==> config.mk <==
export PLATFORM = sky130hd
export DESIGN_NAME = rcdc_merge
export DESIGN_NICKNAME = d
export VERILOG_FILES = /design/src/rtl/rcdc_pkg.sv /design/src/rtl/rcdc_merge.sv
export SDC_FILE = /design/constraint.sdc
export NUM_CORES = 1
export LEC_CHECK = 0
export BUFFER_PORTS_ARGS = -buffer_cell sky130_fd_sc_hd__buf_2
export CAP_MARGIN = 40
export CORE_UTILIZATION = 38
export CTS_CLUSTER_DIAMETER = 100
export DETAILED_ROUTE_END_ITERATION = 10
export GPL_TIMING_DRIVEN = 0
export HOLD_SLACK_MARGIN = 0.05
export PLACE_DENSITY = 0.75
export SETUP_SLACK_MARGIN = 0.02
export SLEW_MARGIN = 20
export SYNTH_ARGS = -nofsm -noshare
export SYNTH_HDL_FRONTEND = slang
export SYNTH_SLANG_ARGS = --single-unit
export TNS_END_PERCENT = 1
==> constraint.sdc <==
create_clock -name clock -period 0.8 [get_ports clock]
set_input_delay 0.16 -clock clock [delete_from_list [all_inputs] [get_ports clock]]
set_output_delay 0.16 -clock clock [all_outputs]
set_load 0.01 [all_outputs]
==> src/rtl/rcdc_pkg.sv <==
// ---------------------------------------------------------------------------
// rcdc_pkg
// Shared types and constants of the rgb 3x3 convolution filter.
// ---------------------------------------------------------------------------
package rcdc_pkg;

   localparam int PIX_W      = 24;
   localparam int CH_W       = 8;
   localparam int NUM_CH     = 3;
   localparam int TAPS       = 9;
   localparam int PROD_W     = 17;
   localparam int ACC_W      = 21;
   localparam int NUM_W      = 15;
   localparam int DIV_STEPS  = 15;
   localparam int CSR_ADDR_W = 3;
   localparam int CSR_DATA_W = 24;
   localparam int DIVISOR_W  = 15;
   localparam int WIDTH_W    = 11;
   localparam int HEIGHT_W   = 13;
   localparam int ROW_W      = 12;
   localparam int MAX_HEIGHT = 4096;
   localparam int MIN_SIZE   = 3;

   localparam logic [CSR_ADDR_W-1:0] REG_COEF_TOP = 3'd0;
   localparam logic [CSR_ADDR_W-1:0] REG_COEF_MID = 3'd1;
   localparam logic [CSR_ADDR_W-1:0] REG_COEF_BOT = 3'd2;
   localparam logic [CSR_ADDR_W-1:0] REG_DIVISOR  = 3'd3;
   localparam logic [CSR_ADDR_W-1:0] REG_WIDTH    = 3'd4;
   localparam logic [CSR_ADDR_W-1:0] REG_HEIGHT   = 3'd5;

   localparam logic [CH_W-1:0] CLAMP_MAX = 8'd255;

   typedef struct packed {
      logic mul;
      logic sum;
      logic div;
   } lane_ctl_type;

endpackage

==> src/rtl/rcdc_merge.sv <==
// ---------------------------------------------------------------------------
// rcdc_merge
// Gathers the three lane results into one output register.
// ---------------------------------------------------------------------------
module rcdc_merge (
   input  logic                                              clock,
   input  logic                                              reset,
   input  logic                                              load,
   input  logic [rcdc_pkg::NUM_CH-1:0][rcdc_pkg::CH_W-1:0]   lane_result,
   input  logic                                              frame_end,
   output logic                                              load_ok,
   output logic                                              rsp_tvalid,
   input  logic                                              rsp_tready,
   output logic [rcdc_pkg::PIX_W-1:0]                        rsp_tdata,
   output logic                                              rsp_tlast
);

   logic                        valid_ff, valid_in;
   logic [rcdc_pkg::PIX_W-1:0]  data_ff;
   logic                        last_ff;

   assign load_ok = !valid_ff || rsp_tready;

   always_comb begin
      valid_in = valid_ff;
      if (rsp_tready) begin
         valid_in = 1'b0;
      end
      if (load) begin
         valid_in = 1'b1;
      end
   end

   always_ff @(posedge clock) begin
      if (reset) begin
         valid_ff <= 1'b0;
      end else begin
         valid_ff <= valid_in;
      end
   end

   always_ff @(posedge clock) begin
      if (load) begin
         data_ff <= {lane_result[2], lane_result[1], lane_result[0]};
         last_ff <= frame_end;
      end
   end

   assign rsp_tvalid = valid_ff;
   assign rsp_tdata  = data_ff;
   assign rsp_tlast  = last_ff;

endmodule

; Yosys cells after proc, flatten, opt, wreduce, memory -nomap -nowiden
; Index checks and enable logic that the tools add are counted.
[classes]
n_mux = 2
n_reduce_logical = 3
[op_table]
columns = cell, n
row1 = 2-to-1 mux 1 bit, 2
row2 = nonzero test 2 bit, 1
row3 = zero test 1 bit, 1
row4 = logical OR 1 bit, 1
[totals]
inputBits = 29
ff_bits = 26
out_inout_bits = 27
elab_cells = 8

; Longest topological paths before layout
[logic_depth]
word_depth = 2
mapped_depth = 2
mapped_depth_nobuf = 2

; Worst setup path after synthesis
; No wires, ideal clock.
[synth_timing]
path_kind = register -> register
start = register rsp_tvalid (netlist name)
end = register valid_ff, in the netlist rsp_tvalid
arrival_ns = 0.597
path_buffers = 0
setup_ns = 0.066
synth_period_minus_slack_ns = 0.663
path_stages_with_launch = 3
required_time_ns = 0.734
path_slack_ns = 0.137
cell_sequence = dfxtp_1 -> nand2b_4 -> a21oi_2
[synth_lines]
columns = item, line_no
row1 = "end signal, assigned", rcdc_merge.sv:38  ; valid_ff <= valid_in;
row2 = "end, declared", rcdc_merge.sv:18  ; logic valid_ff, valid_in;

; Final worst setup path
[layout_timing]
start = register valid_ff, in the netlist rsp_tvalid
end = output load_ok
[layout_via]
elab_chain_len = 2
[layout_lines]
columns = item, line_no
row1 = zero test 1 bit, rcdc_merge.sv:22  ; assign load_ok = !valid_ff || rsp_tready;
row2 = logical OR 1 bit, rcdc_merge.sv:22
row3 = "end, declared", rcdc_merge.sv:11  ; output logic load_ok,
; Every way passes these cells.

==> flow_summary.yaml <==
run_status:
  status: "finished with violations"
  violations: "negative setup slack"
power:
  p_comb_share_pct: 14.6
  internal_power_uw: 2013
  clockPowerShare_pct: 21.0
  p_seq_share_pct: 64.4
  power_switching_share_pct: 20.76
  power_uw: 2541
  power_density_nw_per_um2: 1794
  p_leak_uw: 0.0006164
  switchingPower_uw: 527.3
  irDropWorstVdd_mv: 0.9757
drt:
  post_drt_via_cell_ratio: 4.296
  dr_total_vias: 610
  firstDrtPassIters: 4
  antenna_left: 0
  drc: 0
  drt-total-wl_um: 1832
  wire_per_inst_um: 12.90
  drt_iter0_drc: 5
clock_tree:
  cts_max_level: 1
  path_clk_slew_ns: 0.12
  insertion_delay_ns: 0.30
  root_buffer: "clkbuf_4"
  cts_buffer_depth: 2
  cts_tree: "done"
  cts_sinks: 26
  numCtsBuffers: 3
final_layout:
  syn_to_final_growth_pct: 77.71
  multi_input_area_um2: 22.52
  drive_gt1_share_pct: 53.91
  register_area_um2: 774.5
  fill_cells: 130
  diodes: 0
  nNetsFinal: 145
  fin_cells: 142
synth:
  syn_area_per_cell_um2: 27.48
  synth_fp_nets: 58
  ys_seq_area_share_pct: 96.70
  ys_seq_elements: 26
  ys_warn_count: 0
  synth_area_um2: 797.0
  synthCells: 29
  synthDistinctLibCells: 5
sta:
  finalWorstSetupSlack_ns: -0.2222
  finalHoldViolCount: 0
  period_share_pct: 127.8
  setup_viol: 27
  drv_slew: 0
  max_freq_ghz: 0.9783
  slew_headroom_pct: 64.76
  period_needed_ns: 1.022
  worstMarginPinSlew_ns: 0.5287
  rsz0062_at_grt: "yes"
  fin_skew_ns: 0
  fin_setup_tns_ns: -5.166
placement:
  gp_congestion: 0.6081
  portBuffers: 55
  dp.cells: 111
  post-place-ws_ns: -0.1663
worst_setup_path:
  critical_path_arrival_ns: 0.86
  path_max_fanout: 2
  cp-start-kind: "register"
  crit_required_ns: 0.64
  path_class: "register to output port"
  end_kind: "output port"
  reg2reg_depth: 3
grt:
  grt_pass1_wl_um: 2470
  grt_remaining_overflow: 0
  antenna_found_initial: 0
  first_global_vias: 605
  track_usage_pct: 16.43
  grt_max_degree: 27
die:
  rows: 16
  initial_core_util_pct: 40.62
  core_um2: 1962
  pin_count: 56
  die_h_um: 47.80
  die_area_um2: 2284
  die_w_um: 47.80
worst_hold_path:
  min_path_type: "primary input to register"
  hold_path_depth: 4
run:
  maxCapViolCount: 0
==> worst max-delay path, stage by stage, from the launching register on <==
cell and delay [ns]:
dfxtp_4 0.39, nand2b_4 0.06, buf_6 0.12
==> flip-flops by register name (all words and copies together), names as in the netlist <==
name        count
rsp_tvalid      1
rsp_tdata      24
rsp_tlast       1
==> timing repair <==
| action | 4_1_cts | 5_1_grt |
|---|---|---|
| cloned | 0 | 0 |
| hold buffers | 26 | 0 |
| setup buffers | 1 | 0 |
| hold endpoints to repair | 26 | 0 |
| setup endpoints to repair | 27 | 27 |
| resized for setup | 2 | 2 |
==> area by class of cell <==
cell class	count	area share (%)
clock buffers	4	1.855
inverters	1	0.2650
multi-input cells	2	1.590
flip-flops and latches	26	54.68
well taps	27	2.385
repair buffers	82	39.22
==> placed cells by master, fill, tap and decap left out <==
| master | netlist | routed |
|---|---|---|
| a21oi_2 | 1 | 1 |
| buf_2 | 0 | 53 |
| buf_4 | 0 | 1 |
| buf_6 | 0 | 2 |
| clkbuf_1 | 0 | 1 |
| clkbuf_4 | 0 | 3 |
| dfxtp_4 | 0 | 1 |
| dlygate4sd3_1 | 0 | 26 |
| edfxtp_1 | 25 | 25 |
| inv_1 | 1 | 1 |
| nand2b_4 | 1 | 1 |
==> final timing paths <==
check             startpoint    endpoint  slack (ns)
hold / removal    rsp_tready  rsp_tvalid        0.21
setup / recovery  rsp_tvalid     load_ok       -0.22
setup reg to reg  rsp_tvalid  rsp_tvalid        0.06
hold reg to reg   rsp_tvalid  rsp_tvalid        0.61
==> power by group through the flow <==
stage / Combinational, uW / Clock, uW / Sequential (uW)
floorplan: 10.3 / 0 / 1730
global placement: 253 / 0 / 1660
detailed placement: 256 / 0 / 1660
CTS: 361 / 544 / 1630
global route: 408 / 588 / 1650
finish: 372 / 533 / 1640
==> cell families after synthesis <==
| kind of cell | Yosys count | share of synthesized area (%) |
|---|---|---|
| AO/OA/AOI/OAI | 1 | 1.099 |
| flip-flops | 26 | 96.70 |
| AND/OR/NAND/NOR | 1 | 1.726 |
| buffers and inverters | 1 | 0.4705 |
==> cell usage after synthesis <==
cell / number / area [um2]
a21oi_2: 1 / 8.760
inv_1: 1 / 3.750
edfxtp_1: 25 / 750.7
nand2b_4: 1 / 13.76
dfxtp_1: 1 / 20.02
==> layer usage <==
metal	track usage (%)	up-vias	wire length, um
met1	18.05	266	728
met3	4.906	6	230
met5	0	-	0
met2	28.11	54	835
li1	-	284	-
met4	9.444	0	37
==> stage by stage <==
step | instance area, um2 | util (%) | hold WS (ns)
final | 1416 | 72.19 | 0.2117
after detailed placement | 1106 | 56.38 | 0.3228
after CTS | 1408 | 71.75 | 0.2057
after floorplan | 797.0 | - | 0.2224
after global routing | 1416 | 72.19 | 0.2139
after global placement | 1106 | 56.38 | 0.3210
(Power assumes the default switching activity.)
