$ cat src/rtl/rcdc_pkg.sv
// ---------------------------------------------------------------------------
// rcdc_pkg
// Shared types and constants of the rgb 3x3 convolution filter.
// ---------------------------------------------------------------------------
package rcdc_pkg;

   localparam int PIX_W      = 24;
   localparam int CH_W       = 8;
   localparam int NUM_CH     = 3;
   localparam int TAPS       = 9;
   localparam int PROD_W     = 17;
   localparam int ACC_W      = 21;
   localparam int NUM_W      = 15;
   localparam int DIV_STEPS  = 15;
   localparam int CSR_ADDR_W = 3;
   localparam int CSR_DATA_W = 24;
   localparam int DIVISOR_W  = 15;
   localparam int WIDTH_W    = 11;
   localparam int HEIGHT_W   = 13;
   localparam int ROW_W      = 12;
   localparam int MAX_HEIGHT = 4096;
   localparam int MIN_SIZE   = 3;

   localparam logic [CSR_ADDR_W-1:0] REG_COEF_TOP = 3'd0;
   localparam logic [CSR_ADDR_W-1:0] REG_COEF_MID = 3'd1;
   localparam logic [CSR_ADDR_W-1:0] REG_COEF_BOT = 3'd2;
   localparam logic [CSR_ADDR_W-1:0] REG_DIVISOR  = 3'd3;
   localparam logic [CSR_ADDR_W-1:0] REG_WIDTH    = 3'd4;
   localparam logic [CSR_ADDR_W-1:0] REG_HEIGHT   = 3'd5;

   localparam logic [CH_W-1:0] CLAMP_MAX = 8'd255;

   typedef struct packed {
      logic mul;
      logic sum;
      logic div;
   } lane_ctl_type;

endpackage

$ cat src/rtl/rcdc_lane.sv
// ---------------------------------------------------------------------------
// rcdc_lane
// One colour channel: nine products, 16-bit wrapped sum, restoring divide
// and clamp to 0..255.
// ---------------------------------------------------------------------------
module rcdc_lane (
   input  logic                                        clock,
   input  rcdc_pkg::lane_ctl_type                      ctl,
   input  logic [rcdc_pkg::TAPS-1:0][rcdc_pkg::CH_W-1:0] pix,
   input  logic [rcdc_pkg::TAPS-1:0][rcdc_pkg::CH_W-1:0] coef,
   input  logic [rcdc_pkg::DIVISOR_W-1:0]              divisor,
   output logic [rcdc_pkg::CH_W-1:0]                   result
);

   logic signed [rcdc_pkg::PROD_W-1:0] prod_ff [rcdc_pkg::TAPS];
   logic signed [rcdc_pkg::ACC_W-1:0]  acc;
   logic [rcdc_pkg::NUM_W:0]           rem_ff, rem_in, rem_sh;
   logic [rcdc_pkg::NUM_W-1:0]         quo_ff, quo_in;
   logic                               neg_ff, neg_in;

   always_ff @(posedge clock) begin
      if (ctl.mul) begin
         for (int k = 0; k < rcdc_pkg::TAPS; k++) begin
            prod_ff[k] <= $signed({1'b0, pix[k]}) * $signed(coef[k]);
         end
      end
   end

   always_comb begin
      acc = '0;
      for (int k = 0; k < rcdc_pkg::TAPS; k++) begin
         acc = acc + rcdc_pkg::ACC_W'(prod_ff[k]);
      end
   end

   // negative sums always clamp to zero, so only the low 15 bits of the sum are divided
   always_comb begin
      rem_in = rem_ff;
      quo_in = quo_ff;
      neg_in = neg_ff;
      rem_sh = {rem_ff[rcdc_pkg::NUM_W-1:0], quo_ff[rcdc_pkg::NUM_W-1]};
      if (ctl.sum) begin
         neg_in = acc[15];
         quo_in = acc[rcdc_pkg::NUM_W-1:0];
         rem_in = '0;
      end else if (ctl.div) begin
         if (rem_sh >= {1'b0, divisor}) begin
            rem_in = rem_sh - {1'b0, divisor};
            quo_in = {quo_ff[rcdc_pkg::NUM_W-2:0], 1'b1};
         end else begin
            rem_in = rem_sh;
            quo_in = {quo_ff[rcdc_pkg::NUM_W-2:0], 1'b0};
         end
      end
   end

   always_ff @(posedge clock) begin
      rem_ff <= rem_in;
      quo_ff <= quo_in;
      neg_ff <= neg_in;
   end

   always_comb begin
      if (neg_ff) begin
         result = '0;
      end else if (|quo_ff[rcdc_pkg::NUM_W-1:rcdc_pkg::CH_W]) begin
         result = rcdc_pkg::CLAMP_MAX;
      end else begin
         result = quo_ff[rcdc_pkg::CH_W-1:0];
      end
   end

endmodule

$ cat config.mk
export PLATFORM = sky130hd
export DESIGN_NAME = rcdc_lane
export DESIGN_NICKNAME = d
export VERILOG_FILES = /design/src/rtl/rcdc_pkg.sv /design/src/rtl/rcdc_lane.sv
export SDC_FILE = /design/constraint.sdc
export NUM_CORES = 2
export LEC_CHECK = 0
export ABC_AREA = 1
export BUFFER_PORTS_ARGS = -buffer_cell sky130_fd_sc_hd__buf_2
export CAP_MARGIN = 30
export CORE_UTILIZATION = 40
export CTS_CLUSTER_DIAMETER = 40
export DETAILED_ROUTE_END_ITERATION = 16
export GPL_TIMING_DRIVEN = 0
export PLACE_DENSITY = 0.58
export SLEW_MARGIN = 20
export SYNTH_ARGS = -nofsm -noshare
export SYNTH_HDL_FRONTEND = slang
export SYNTH_SLANG_ARGS = --single-unit
$ cat constraint.sdc
create_clock -name clock -period 8.5 [get_ports clock]
set_input_delay 0.425 -clock clock [delete_from_list [all_inputs] [get_ports clock]]
set_output_delay 0.425 -clock clock [all_outputs]
set_load 0.005 [all_outputs]
=== After elaboration in Yosys (flattened, before gate mapping) ===
Memories as Yosys holds them, arrays and structs flattened.
Index checks and enable logic that the tools add are counted.

* Flip-flop bits (word level): 31
* Bits of input ports: 163
* Memory bits (read-only): 0
* RAM bits: 153
* Memories kept: 1
* Bits in latches: 0
* Output and inout bits: 8
* Logic and storage cells: 33

{| class="wikitable"
|+ Memory list
! memory !! words !! bits a word !! read ports !! clocked after Yosys merged registers in !! write ports !! RTL line !! RTL
|-
| prod_ff || 9 || 17 || 9 || 0 || 9 || rcdc_lane.sv:15 || <nowiki>logic signed [rcdc_pkg::PROD_W-1:0] prod_ff [rcdc_pkg::TAPS];</nowiki>
|}

* Magnitude comparators: 1
* $mul: 9
* Add/subtract/negate cells: 9
* Bitwise gates (word level): 0
* Mux-type cells: 8
* Divide/modulo/power cells: 0
* Equal/unequal tests: 0
* Shift-type cells: 0
* Reduce and logical (&&, ||, !) cells: 2

{| class="wikitable"
|+ Operator list
! kind !! count
|-
| multiplier 9 x 8 -> 17 bit || 9
|-
| adder 16 bit || 8
|-
| two-way mux 15 bit || 3
|-
| >= comparator 16 x 15 -> 1 bit || 1
|-
| two-way mux 8 bit || 2
|-
| subtractor 15 bit || 1
|-
| OR reduction 7 bit || 1
|-
| two-way mux 1 bit || 3
|-
| nonzero test 2 bit || 1
|}

=== Depth between registers and ports, before layout ===
An unclocked memory read counts as a cell.

* Word-level depth: 10
* Gate-level depth with buffers: 19
* Depth with buffers taken out: 19

=== Worst setup path after synthesis ===
Ideal clock, no wire load.

* Path type: in2reg
* Start: input coef[71] in the netlist's numbering
* End: memory prod_ff[0][148] in the netlist's numbering (data pin)
* Stages: 15
* Setup slack: 4.351 ns
* Path buffers: 0
* Required time: 8.240 ns
* Library setup time: 0.260 ns
* Arrival: 3.889 ns
* Cells stage by stage: clkinv_1 or2_2 fa_1 fa_1 inv_1 fa_1 inv_1 fa_1 inv_1 ha_1 inv_1 o31ai_1 nand4_1 nand2_1 xor2_1

{| class="wikitable"
|+ RTL lines
! what !! RTL line !! RTL
|-
| start: declaration || rcdc_lane.sv:10 || <nowiki>input logic [rcdc_pkg::TAPS-1:0][rcdc_pkg::CH_W-1:0] coef,</nowiki>
|-
| end: declaration || rcdc_lane.sv:15 ||
|}

==> run_results.csv <==
group,metric,value,unit
status,status,"completed",
yosys,seq_area_frac_synth,0.168,
floorplanning,num_rows,100,
sta,skew,0.0134,ns
hold_path,hp-start,"ctl[1]",
cells_and_area,final_common_cell,"inv_1",
placement,hpwl,56.9,mm
clocking,cts_root_buf,"clkbuf_16",
critical_path,crit_family,"adder cells",
yosys,async_flop_share,0,
clocking,clkLatencyLatePin,0.46,ns
critical_path,endpoint_kind,"register",
floorplanning,pin_count,171,
sta,setup_viol,0,
floorplanning,fp.coreArea,74700,um2
floorplanning,die_h,277,um
floorplanning,start_util,0.406,
cells_and_area,nFillCells,7563,
global_routing,antenna_found_initial,1,
critical_path,worst_r2r_path_depth,16,
hold_path,min_to,"neg_ff",
critical_path,crit_fanout,4,
sta,fin_crit_sh,0.520,
route,vias,21800,
sta,rsz0062_at_grt,"no",
cells_and_area,mostFrequentLayoutCells,"inv_1 (1119), nand2_1 (805), fa_1 (435)",
route,drc,0,
cells_and_area,drive_gt1_frac,0.0291,
sta,drv_slew,0,
yosys,synth_warnings,0,
clocking,post-cts-setup-buffers,0,
cells_and_area,final_nets,4787,
yosys,synth_seq_cells,175,
clocking,htree_levels,4,
cells_and_area,regArea,5100,um2
sta,hold_ws,0.188,ns
critical_path,rrSetupSlack,4.08,ns
critical_path,path_class,"register to register",
yosys,synth.distinct_cells,36,
global_routing,grtUsageTotal,0.178,
global_routing,grt_pass1_vias,22700,
placement,io_buffers,35,
yosys,ys_dominant_reg_cell,"edfxtp_1",
global_routing,grt_start_max_net_pins,91,
floorplanning,design.die.area,77000,um2
yosys,synth.avg_cell_area,8.11,um2
sta,tns,0,ns
cells_and_area,multi_input_area,20400,um2
yosys,synthesis.nets,4731,
hold_path,holdPathStages,1,
route,wirelength,65.3,mm
critical_path,slowest_delay,0.61,ns
sta,fmax,0.226,GHz
clocking,cts_buffer_depth,2,
yosys,syn-cell-area,30300,um2
global_routing,grt_first_pass_wirelength,111,mm
route,first_pass_iters,5,
clocking,numCtsBuffers,17,
sta,tightest_slew,0.694,ns
clocking,hold_buffers,0,
critical_path,worstReg2RegEnd,"quo_ff[8]",
critical_path,crit_buf_inv,2,
critical_path,worstPathArrival,4.63,ns
route,wire_per_inst,13.7,um
sta,hold_viol,0,
flow_run,cap_viol_max_count,0,
yosys,syn_inst,3742,
route,drt_iter0_markers,844,
cells_and_area,antenna_cells,0,
clocking,clk_pin_slew_worst_paths,0.08,ns
clocking,cts_resized,0,
critical_path,r2r_start,"prod_ff[0][121]",
critical_path,slowest_stage,"fa_1",
global_routing,overflow,0,
placement,gp_congestion,0.890,
route,ant_nets,0,
sta,slew_headroom,0.537,
route,routed_via_density,4.57,
critical_path,crit_chain,"fa_1, fa_1, fa_1, inv_1, fa_1, inv_1, ha_1, fa_1, nand3_1, nand2_1, nand2_1, nand2_1, a21oi_1, nand2_1, nand3_1, nand2_1",
cells_and_area,area.growth.synth_to_final,6.74,%
critical_path,required,8.71,ns
clocking,cts_tree,"done",
sta,min_period,4.42,ns
floorplanning,die_x,277,um
yosys,synth_edf_count,160,
hold_path,hp-class,"input pin to register",
critical_path,cp-start-kind,"register",
clocking,cts_sinks,175,
[final cells by class]
cell class	instances	area share
Multi-Input combinational cell	2294	0.631
Sequential cell	175	0.158
Inverter	1131	0.131
Tap cell	969	0.0374
Buffer	142	0.0170
Clock buffer	17	0.0131
Timing Repair Buffer	37	0.00672
Clock inverter	15	0.00583
[per-stage QoR]
step                area [um2]  worst slack (ns)   util  cells
global placement         31700              3.71  0.425   4746
detailed placement       31800              3.68  0.425   4747
floorplan                30300              4.35      -   3742
CTS                      32400              4.06  0.433   4779
global route             32400              3.90  0.434   4780
finish                   32400              4.08  0.434   4780
[flip-flops by register name (all words and copies together) (netlist names)]
signal   count
quo_ff      15
rem_ff      15
neg_ff       1
prod_ff    144
[cell families after synthesis]
logic type / count (synthesis) / synth area share
buffers and inverters: 1273 / 0.158
and+or+nand+nor: 1128 / 0.150
adders and majority gates: 826 / 0.448
AOI/OAI and AO/OA: 209 / 0.0375
DFF: 175 / 0.168
xor gates and xnor gates: 131 / 0.0378
[worst max path at each step]
stage,startpoint,end,cells after the start
after floorplan,coef[71],prod_ff[0][148],15
after CTS,prod_ff[0][121],quo_ff[8],16
after detailed placement,coef[47],prod_ff[0][97],17
final,prod_ff[0][121],quo_ff[8],16
after global placement,coef[47],prod_ff[0][97],17
after global routing,prod_ff[0][121],quo_ff[8],16
[per-layer routing]
layer	GRT usage	wire length (um)
met5	0	0
met4	0.0370	1110
met3	0.0163	1580
met2	0.325	33300
met1	0.227	29300
[cell usage after synthesis (15+ instances only)]
| cell | count | area share |
|---|---|---|
| a21oi_1 | 114 | 0.019 |
| clkbuf_1 | 138 | 0.017 |
| dfxtp_1 | 15 | 0.0099 |
| edfxtp_1 | 160 | 0.16 |
| fa_1 | 435 | 0.29 |
| ha_1 | 391 | 0.16 |
| inv_1 | 1119 | 0.14 |
| nand2_1 | 805 | 0.10 |
| nand3_1 | 89 | 0.015 |
| nand4_1 | 21 | 0.0043 |
| nor2_1 | 160 | 0.020 |
| o21ai_0 | 48 | 0.0079 |
| or2_2 | 29 | 0.0060 |
| xnor2_1 | 61 | 0.018 |
| xor2_1 | 70 | 0.020 |
Power is left out: the tool's default activity adds up to more than one toggle a clock period on the data nets, which glitch-free logic cannot reach.
